<file path="src/design/sjq_pkg.sv">
// Shared types and codes for the sorted job queue.
package sjq_pkg;

  localparam int TIME_W   = 32;
  localparam int STATUS_W = 2;

  // Item opcodes
  localparam logic OP_INSERT = 1'b0;
  localparam logic OP_REMOVE = 1'b1;

  // Result status codes
  typedef enum logic [STATUS_W-1:0] {
    ST_OK    = 2'd0,
    ST_FULL  = 2'd1,
    ST_EMPTY = 2'd2
  } status_t;

  // Command broadcast to every cell in the chain
  typedef struct packed {
    logic              ins;
    logic              rem;
    logic [TIME_W-1:0] job_time;
  } cmd_t;

  // What a cell shows its neighbors
  typedef struct packed {
    logic              valid;
    logic              le;        // valid and time <= new job time
    logic [TIME_W-1:0] job_time;
  } link_t;

endpackage

</file>
<file path="src/design/sjq_cell.sv">
// One slot of the sorted chain: holds a job and shifts with its neighbors.
module sjq_cell #(
  parameter int TAG_BITS = 16
) (
  input  logic                clk,
  input  logic                rst_n,
  input  sjq_pkg::cmd_t       cmd,
  input  logic [TAG_BITS-1:0] new_tag,
  input  sjq_pkg::link_t      left,
  input  logic [TAG_BITS-1:0] left_tag,
  input  sjq_pkg::link_t      right,
  input  logic [TAG_BITS-1:0] right_tag,
  output sjq_pkg::link_t      self_link,
  output logic [TAG_BITS-1:0] self_tag
);
  import sjq_pkg::*;

  logic                valid_r, valid_nxt;
  logic [TIME_W-1:0]   time_r, time_nxt;
  logic [TAG_BITS-1:0] tag_r, tag_nxt;
  logic                le;

  // Compare own job against the broadcast time
  assign le = valid_r && (time_r <= cmd.job_time);

  assign self_link.valid    = valid_r;
  assign self_link.le       = le;
  assign self_link.job_time = time_r;
  assign self_tag           = tag_r;

  // Keep, take the new job, or shift from a neighbor
  always_comb begin
    valid_nxt = valid_r;
    time_nxt  = time_r;
    tag_nxt   = tag_r;
    priority if (cmd.ins) begin
      if (le) begin
        valid_nxt = valid_r;
      end else if (left.le) begin
        valid_nxt = 1'b1;
        time_nxt  = cmd.job_time;
        tag_nxt   = new_tag;
      end else begin
        valid_nxt = left.valid;
        time_nxt  = left.job_time;
        tag_nxt   = left_tag;
      end
    end else if (cmd.rem) begin
      valid_nxt = right.valid;
      time_nxt  = right.job_time;
      tag_nxt   = right_tag;
    end else begin
      valid_nxt = valid_r;
    end
  end

  // Valid bit cleared by reset
  always_ff @(posedge clk) begin
    if (!rst_n) begin
      valid_r <= 1'b0;
    end else begin
      valid_r <= valid_nxt;
    end
  end

  // Hold job payload
  always_ff @(posedge clk) begin
    time_r <= time_nxt;
    tag_r  <= tag_nxt;
  end

endmodule

</file>
<file path="src/design/sorted_job_queue_unit.sv">
// Top level of the sorted job queue: a chain of cells kept in time order.
//
//   channel | direction | handshake            | payload
//   in_     | input     | start / busy         | opcode, job_time, job_tag
//   out_    | output    | out_valid (strobe)   | status, head_valid, head_time,
//           |           |                      | head_tag, job_count
//
// One item per clock: every cell compares its job with the new time and
// decides locally to keep, take the new job or shift from a neighbor, so
// an item finishes in the cycle it is accepted and busy stays low.
// The result strobes in the cycle after acceptance.
// Reset (synchronous, rst_n low) empties the queue at once.
// The receiver cannot stall; each result is shown for exactly one cycle.
module sorted_job_queue_unit #(
  parameter int  QUEUE_DEPTH = 16,
  parameter int  TAG_BITS    = 16,
  localparam int CNT_W       = $clog2(QUEUE_DEPTH + 1)
) (
  input  logic                         clk,
  input  logic                         rst_n,
  input  logic                         start,
  output logic                         busy,
  input  logic                         in_opcode,
  input  logic [sjq_pkg::TIME_W-1:0]   in_job_time,
  input  logic [TAG_BITS-1:0]          in_job_tag,
  output logic                         out_valid,
  output logic [sjq_pkg::STATUS_W-1:0] out_status,
  output logic                         out_head_valid,
  output logic [sjq_pkg::TIME_W-1:0]   out_head_time,
  output logic [TAG_BITS-1:0]          out_head_tag,
  output logic [CNT_W-1:0]             out_job_count
);
  import sjq_pkg::*;

  logic                accept;
  logic                full;
  logic                empty;
  cmd_t                cmd;
  link_t               links [QUEUE_DEPTH];
  logic [TAG_BITS-1:0] tags  [QUEUE_DEPTH];
  link_t               head_left;
  link_t               tail_right;
  logic [QUEUE_DEPTH-1:0] valid_vec;

  logic [CNT_W-1:0] count_r, count_nxt;
  status_t          status_r, status_nxt;
  logic             strobe_r, strobe_nxt;

  assign busy   = 1'b0;
  assign accept = start && !busy;
  assign full   = (count_r == CNT_W'(QUEUE_DEPTH));
  assign empty  = (count_r == '0);

  // Broadcast command; drop inserts into a full queue, removes from empty
  assign cmd.ins      = accept && (in_opcode == OP_INSERT) && !full;
  assign cmd.rem      = accept && (in_opcode == OP_REMOVE) && !empty;
  assign cmd.job_time = in_job_time;

  // Chain ends: the head sees an always-earlier neighbor, the tail an empty one
  assign head_left.valid     = 1'b1;
  assign head_left.le        = 1'b1;
  assign head_left.job_time  = '0;
  assign tail_right.valid    = 1'b0;
  assign tail_right.le       = 1'b0;
  assign tail_right.job_time = '0;

  for (genvar i = 0; i < QUEUE_DEPTH; i++) begin : g_cell
    link_t               l_link, r_link;
    logic [TAG_BITS-1:0] l_tag, r_tag;

    if (i == 0) begin : g_head
      assign l_link = head_left;
      assign l_tag  = '0;
    end else begin : g_mid_l
      assign l_link = links[i-1];
      assign l_tag  = tags[i-1];
    end

    if (i == QUEUE_DEPTH - 1) begin : g_tail
      assign r_link = tail_right;
      assign r_tag  = '0;
    end else begin : g_mid_r
      assign r_link = links[i+1];
      assign r_tag  = tags[i+1];
    end

    sjq_cell #(
      .TAG_BITS (TAG_BITS)
    ) u_cell (
      .clk       (clk),
      .rst_n     (rst_n),
      .cmd       (cmd),
      .new_tag   (in_job_tag),
      .left      (l_link),
      .left_tag  (l_tag),
      .right     (r_link),
      .right_tag (r_tag),
      .self_link (links[i]),
      .self_tag  (tags[i])
    );

    assign valid_vec[i] = links[i].valid;
  end

  // Count, status and result strobe
  always_comb begin
    count_nxt  = count_r;
    status_nxt = status_r;
    strobe_nxt = accept;
    if (accept) begin
      priority if (cmd.ins) begin
        count_nxt  = count_r + 1'b1;
        status_nxt = ST_OK;
      end else if (cmd.rem) begin
        count_nxt  = count_r - 1'b1;
        status_nxt = ST_OK;
      end else if (in_opcode == OP_INSERT) begin
        status_nxt = ST_FULL;
      end else begin
        status_nxt = ST_EMPTY;
      end
    end
  end

  always_ff @(posedge clk) begin
    if (!rst_n) begin
      count_r  <= '0;
      status_r <= ST_OK;
      strobe_r <= 1'b0;
    end else begin
      count_r  <= count_nxt;
      status_r <= status_nxt;
      strobe_r <= strobe_nxt;
    end
  end

  // Present the head cell; zero its payload when the queue is empty
  assign out_valid      = strobe_r;
  assign out_status     = status_r;
  assign out_head_valid = links[0].valid;
  assign out_head_time  = links[0].valid ? links[0].job_time : '0;
  assign out_head_tag   = links[0].valid ? tags[0] : '0;
  assign out_job_count  = count_r;

  // Every accepted item gives exactly one strobe in the next cycle
  a_strobe: assert property (@(posedge clk) disable iff (!rst_n)
    accept |=> out_valid)
    else $error("missing result strobe");

  a_no_extra: assert property (@(posedge clk) disable iff (!rst_n)
    !accept |=> !out_valid)
    else $error("result strobe without item");

  // Occupied cells match the count
  a_count: assert property (@(posedge clk) disable iff (!rst_n)
    $countones(valid_vec) == int'(count_r))
    else $error("cell valid bits disagree with job count");

  // A dropped insert leaves the queue unchanged
  a_full_drop: assert property (@(posedge clk) disable iff (!rst_n)
    (accept && (in_opcode == OP_INSERT) && full) |=>
      ($stable(count_r) && (out_status == ST_FULL)))
    else $error("insert into full queue changed state");

  // Head order: the head never holds a later time than its successor
  a_sorted: assert property (@(posedge clk) disable iff (!rst_n)
    links[1].valid |-> (links[0].job_time <= links[1].job_time))
    else $error("head out of order");

endmodule
</file>
<file path="config.mk">
export PLATFORM = sky130hd
export DESIGN_NAME = sorted_job_queue_unit
export DESIGN_NICKNAME = d
export VERILOG_FILES = /design/src/design/sjq_pkg.sv /design/src/design/sjq_cell.sv /design/src/design/sorted_job_queue_unit.sv
export SDC_FILE = /design/constraint.sdc
export NUM_CORES = 2
export LEC_CHECK = 0
export BUFFER_PORTS_ARGS = -buffer_cell sky130_fd_sc_hd__buf_2
export CAP_MARGIN = 20
export CORE_ASPECT_RATIO = 1.75
export CORE_MARGIN = 3
export CORE_UTILIZATION = 30
export CTS_BUF_LIST = sky130_fd_sc_hd__clkbuf_8
export CTS_CLUSTER_SIZE = 20
export DETAILED_ROUTE_END_ITERATION = 7
export GPL_ROUTABILITY_DRIVEN = 0
export MAX_ROUTING_LAYER = met4
export PLACE_DENSITY = 0.46
export RECOVER_POWER = 25
export SLEW_MARGIN = 10
export SYNTH_ARGS = -nofsm -noshare
export SYNTH_HDL_FRONTEND = slang
export SYNTH_SLANG_ARGS = --single-unit
export TNS_END_PERCENT = 100
</file>
<file path="constraint.sdc">
create_clock -name clk -period 6.56 [get_ports clk]
set_clock_uncertainty 0.2 [all_clocks]
set_input_delay 0.328 -clock clk [delete_from_list [all_inputs] [get_ports clk]]
set_output_delay 0.328 -clock clk [all_outputs]
set_load 0.1 [all_outputs]
</file>
### Yosys cells after proc, flatten, opt, wreduce, memory -nomap -nowiden

Index checks and enable logic that the tools add are counted.

* word-level logic and storage cells: 324
* input bits: 52
* flip-flop bits (word level): 792

* reductions and logical operators: 41
* order comparisons: 16
* multiplexer cells: 196
* add/sub/neg operators: 2
* equal/unequal tests: 17
* bitwise logic cells: 1

Operators with widths (number)
* $mux 32: 64
* $mux 16: 64
* $le 32x32->1: 16
* $mux 1: 63
* $reduce_and 2->1: 17
* $ne 2x2->1 const B: 16
* $logic_and 1x1->1: 20
* $mux 5: 2
* $mux 2: 3
* $add 5x1->5 const B: 1
* $eq 5x5->1 const B: 1
* $logic_not 5->1: 1
* $sub 5x1->5 const B: 1
* $logic_not 1->1: 2
* $reduce_bool 2->1: 1
* $not 1->1: 1

### Longest topological paths before layout

* depth in word-level cells: 5
* depth in mapped cells: 15

### Cells and area by module

From an unflattened synthesis, not the netlist that was laid out.

* cell total of the unflattened synthesis: 5406
* area, all modules: 54076.9 um2

By module, submodules not included
* sjq_cell: sequential area each 1461.4 um2, times used 16, cells an instance 331, area an instance 3328.2 um2
* sorted_job_queue_unit: sequential area each 160.2 um2, times used 1, cells an instance 110, area an instance 825.8 um2

### Worst setup path after synthesis

OpenSTA, ideal clock, no wires.

* path type: input to register
* start point: input in_job_time[11] in the netlist's numbering
* end point: register g_cell[11].u_cell.tag_r[0] (enable)
* stages: 12
* buffers on the path: 3
* slack: -383 ps
* data arrival time: 6223 ps
* data required time: 5840 ps
* setup time: 520 ps
* path through: clkbuf_1 clkbuf_1 inv_1 ha_1 nand4_1 or4_1 a21o_1 a31oi_1 a21oi_1 and2_1 clkbuf_1 o21ai_0

* word-level cells in the longest chain between the ends: 4

Ends and longest elaborated chain
* start, declared: RTL line sorted_job_queue_unit.sv:24 `input logic [sjq_pkg::TIME_W-1:0] in_job_time,`
* $le 32x32->1: RTL line sjq_cell.sv:24 `assign le = valid_r && (time_r <= cmd.job_time);`
* $logic_and 1x1->1: RTL line sjq_cell.sv:24
* $ne 2x2->1 (no line)
* $reduce_and 2->1 (no line)
* end signal, assigned: RTL line sjq_cell.sv:69 `tag_r <= tag_nxt;`
* end, declared: RTL line sjq_cell.sv:20 `logic [TAG_BITS-1:0] tag_r, tag_nxt;`

No other way between the ends.
A chain may end at the register's enable or synchronous reset.

### Final worst setup path

* start point: input in_job_time[7] in the netlist's numbering
* end point: register g_cell[5].u_cell.time_r[16], data pin

* word-level cells in the longest chain between the ends: 5

Ends and longest elaborated chain
* $le 32x32->1: RTL line sjq_cell.sv:24
* $logic_and 1x1->1: RTL line sjq_cell.sv:24
* $mux 32: RTL line sjq_cell.sv:39 `end else if (left.le) begin`
* $mux 32: RTL line sjq_cell.sv:37 `if (le) begin`
* $mux 32: RTL line sjq_cell.sv:36 `priority if (cmd.ins) begin`
* net g_cell[5].u_cell.time_nxt[16]: RTL line sjq_cell.sv:19 `logic [TIME_W-1:0] time_r, time_nxt;`
* end signal, assigned: RTL line sjq_cell.sv:68 `time_r <= time_nxt;`
* end, declared: RTL line sjq_cell.sv:19

The timed path passes the listed nets, and every way through them passes these cells. The select of a mux whose other input is x is not followed.

==> reports/results.txt <==
Post-synthesis xor/xnor area fraction - 0.0005171
Pre-antenna DRT Iters - 7
Synth top area cells - edfxtp_1 45%, ha_1 13%, a32oi_1 12%
Synth Warn # - 0
Clock Latency Late Sink - 950 ps
MaxCap Viol Count - 10
Core area - 0.1681 sq mm
Fin cells - 7355
Uppermost layer routed - met4
Core Util, Final - 0.3365
Area Growth Syn to Fin - 11.28%
Met2 Wirelength - 123100 um
Worst Tran Pin Value - 2986 ps
Largest net degree at the start of global routing - 165
Setup TNS - 0 ps
Post-synthesis async set-or-reset flop share - 0
Part of the Yosys area used for sequential elements - 0.4633
Via/cell ratio - 6.293
Crit end category - register
CTS Hold Buffers Added - 52
Count leader, synth - nand2_1
Total Power - 19.71 mW
Post-synth cell types - 61
Total gr overflow - 0
Antenna-violating nets left - 0
Crit path kind - input port to register
Initial antenna violation count - 11
Outcome - finished with violations
Cell Pwr Density - 348.5 mW/mm^2
Slew Viols, Final - 322
Minimum clock period - 5903 ps
Synthesized net count - 5638
Worst Path Max Fanout - 48
Initial DRC Count - 4450
Synth Flop Type - edfxtp_1
Dpl ws - 885.9 ps
Leading area contributor after synthesis - edfxtp_1
Post CTS Setup Buffer Count - 0
Final worst setup slack - 656.7 ps
Worst-path clk slew - 60 ps
Largest family of logic cells by synthesized area - compound AO/OA/AOI/OAI gates
FMAX - 0.1694 GHz
Synth top area share - 0.4538
Share of post-route cells with drive strength above 1 - 0.07928
Post-Synth Adder-Cell Area - 0.1272
Unrepaired setup endpoints after global routing - false
Inst Count DP - 7027
FP Rows - 199
Leakage power - 20.11 nW
Hpwl dp - 172200 um
Crit path DAT - 6310 ps
Post-Synth Simple-Gate Area - 0.1180
VDD IR max - 0.0002051 V
Routed WL per cell - 33.38 um
Startpoint types - input port
DRT Wirelength - 245500 um
Cells after synthesis - 5070
Post-synthesis compound-gate area fraction - 0.2369
M1 WL - 82280 um
Failing checks - capacitance limit, slew limit
Global-route usage over all layers - 0.2829
Via count - 46290
Met3 wire length - 12720 um
Final setup vio count - 0
Syn avg cell area - 10.02 sq um
IO Count - 110
Starting density of the core - 0.3024
CTS buffer count - 144
Die width - 317.1 um
H-tree levels - 4
Die area - 0.1746 sq mm
Chip Height - 550.5 um
Post-CTS Resized - 0
Maximum clock path buffer count - 3
Number of port buffers - 108
Final period utilization - 0.8999
Hold Path Class - input port to register
Hold Vio Cnt, Final - 0
DRC viols - 0
CTS root buffer - clkbuf_8
Net count, final - 5586
CTS tree - built
Mapped Area - 0.05082 sq mm
Slew HR - -0.9906
Flops & latches, synth - 792
Post-synthesis mux area share - 0.01024
Number of global-route vias before repair - 47260
Number of flops mapped to enable cells by yosys - 768
Commonest cells post-synth - 978 x nand2_1, 768 x edfxtp_1, 706 x o21ai_0
First-pass GRT wire length - 344800 um
Clock Sinks - 792
CP required - 6970 ps
==> cell usage in the layout, fill, tap and decap left out, types with 19 or more instances in the layout <==
cell / n
nand2_1: 978
edfxtp_1: 768
o21ai_0: 693
a32oi_1: 672
ha_1: 515
a21oi_1: 205
clkbuf_8: 153
nand4_1: 112
inv_1: 99
buf_4: 93
nand3_1: 88
clkbuf_1: 62
mux2i_1: 52
dlygate4sd3_1: 52
buf_2: 51
and2_1: 49
nor2_1: 42
a21o_1: 38
clkinv_1: 38
nor4_1: 24
dfxtp_1: 24
clkinv_2: 23
and2_2: 22
o21ai_1: 19
==> layer usage <==
| layer | global-route usage | up-vias |
|---|---|---|
| met5 | - | - |
| li1 | - | 19880 |
| met4 | 0.2566 | 0 |
| met3 | 0.03750 | 965 |
| met2 | 0.4830 | 2284 |
| met1 | 0.2781 | 23160 |
==> final cells by class <==
cell class | instances | area (sq um)
fillers | 17380 | 111500
multi-input cells | 3736 | 25330
flip-flops and latches | 792 | 23540
well taps | 2211 | 2766
clock buffers | 153 | 2106
repair buffers | 282 | 2059
clock inverters | 109 | 486.7
inverters | 62 | 240.2
diodes | 10 | 25.02
==> cells by family (layout without fill, tap and decap cells) <==
family                   after synthesis  in the layout
AND/OR/NAND/NOR                     1379           1379
AO/OA/AOI/OAI                       1785           1785
XOR/XNOR                               3              3
buffers and inverters                542            606
flip-flops                           792            792
multiplexers                          52             52
adder cells (fa/ha/maj)              516            516
other                                  1             11
==> path summary, 6_finish.rpt <==
kind	startpoint	end	slack, ps	cells after the start
setup reg to reg	out_job_count[0]	g_cell[3].u_cell.time_r[22]	940	7
hold / removal	start	out_valid	80	3
setup / recovery	in_job_time[7]	g_cell[5].u_cell.time_r[16]	660	12
hold reg to reg	out_status[1]	out_status[1]	280	2
==> registers in the layout, indices dropped and copies added, names as in the netlist <==
register and cells:
out_status 2, g_cell.u_cell.valid_r 16, g_cell.u_cell.self_tag 256, out_valid 1, g_cell.u_cell.time_r 512, out_job_count 5
==> report_power, final <==
part / switching (mW) / internal, mW
Clock: 2.40 / 2.17
Sequential: 1.49 / 7.36
Combinational: 4.48 / 1.81
Total: 8.38 / 11.3
==> through the flow <==
step	area, sq um	hold slack, ps
global route	56550	59.96
floorplan	50820	222.9
CTS	56670	4.104
global placement	53530	254.0
finish	56550	78.05
detailed placement	53550	264.3
==> worst max-delay path: stages <==
cell	delay, ps
dlygate4sd3_1	640
clkbuf_1	810
inv_1	680
clkbuf_1	410
ha_1	420
nand4_1	160
a2111o_1	420
a311oi_1	410
a21oi_4	40
clkbuf_2	820
a32oi_1	940
o21ai_0	180
(Power assumes the default switching activity.)
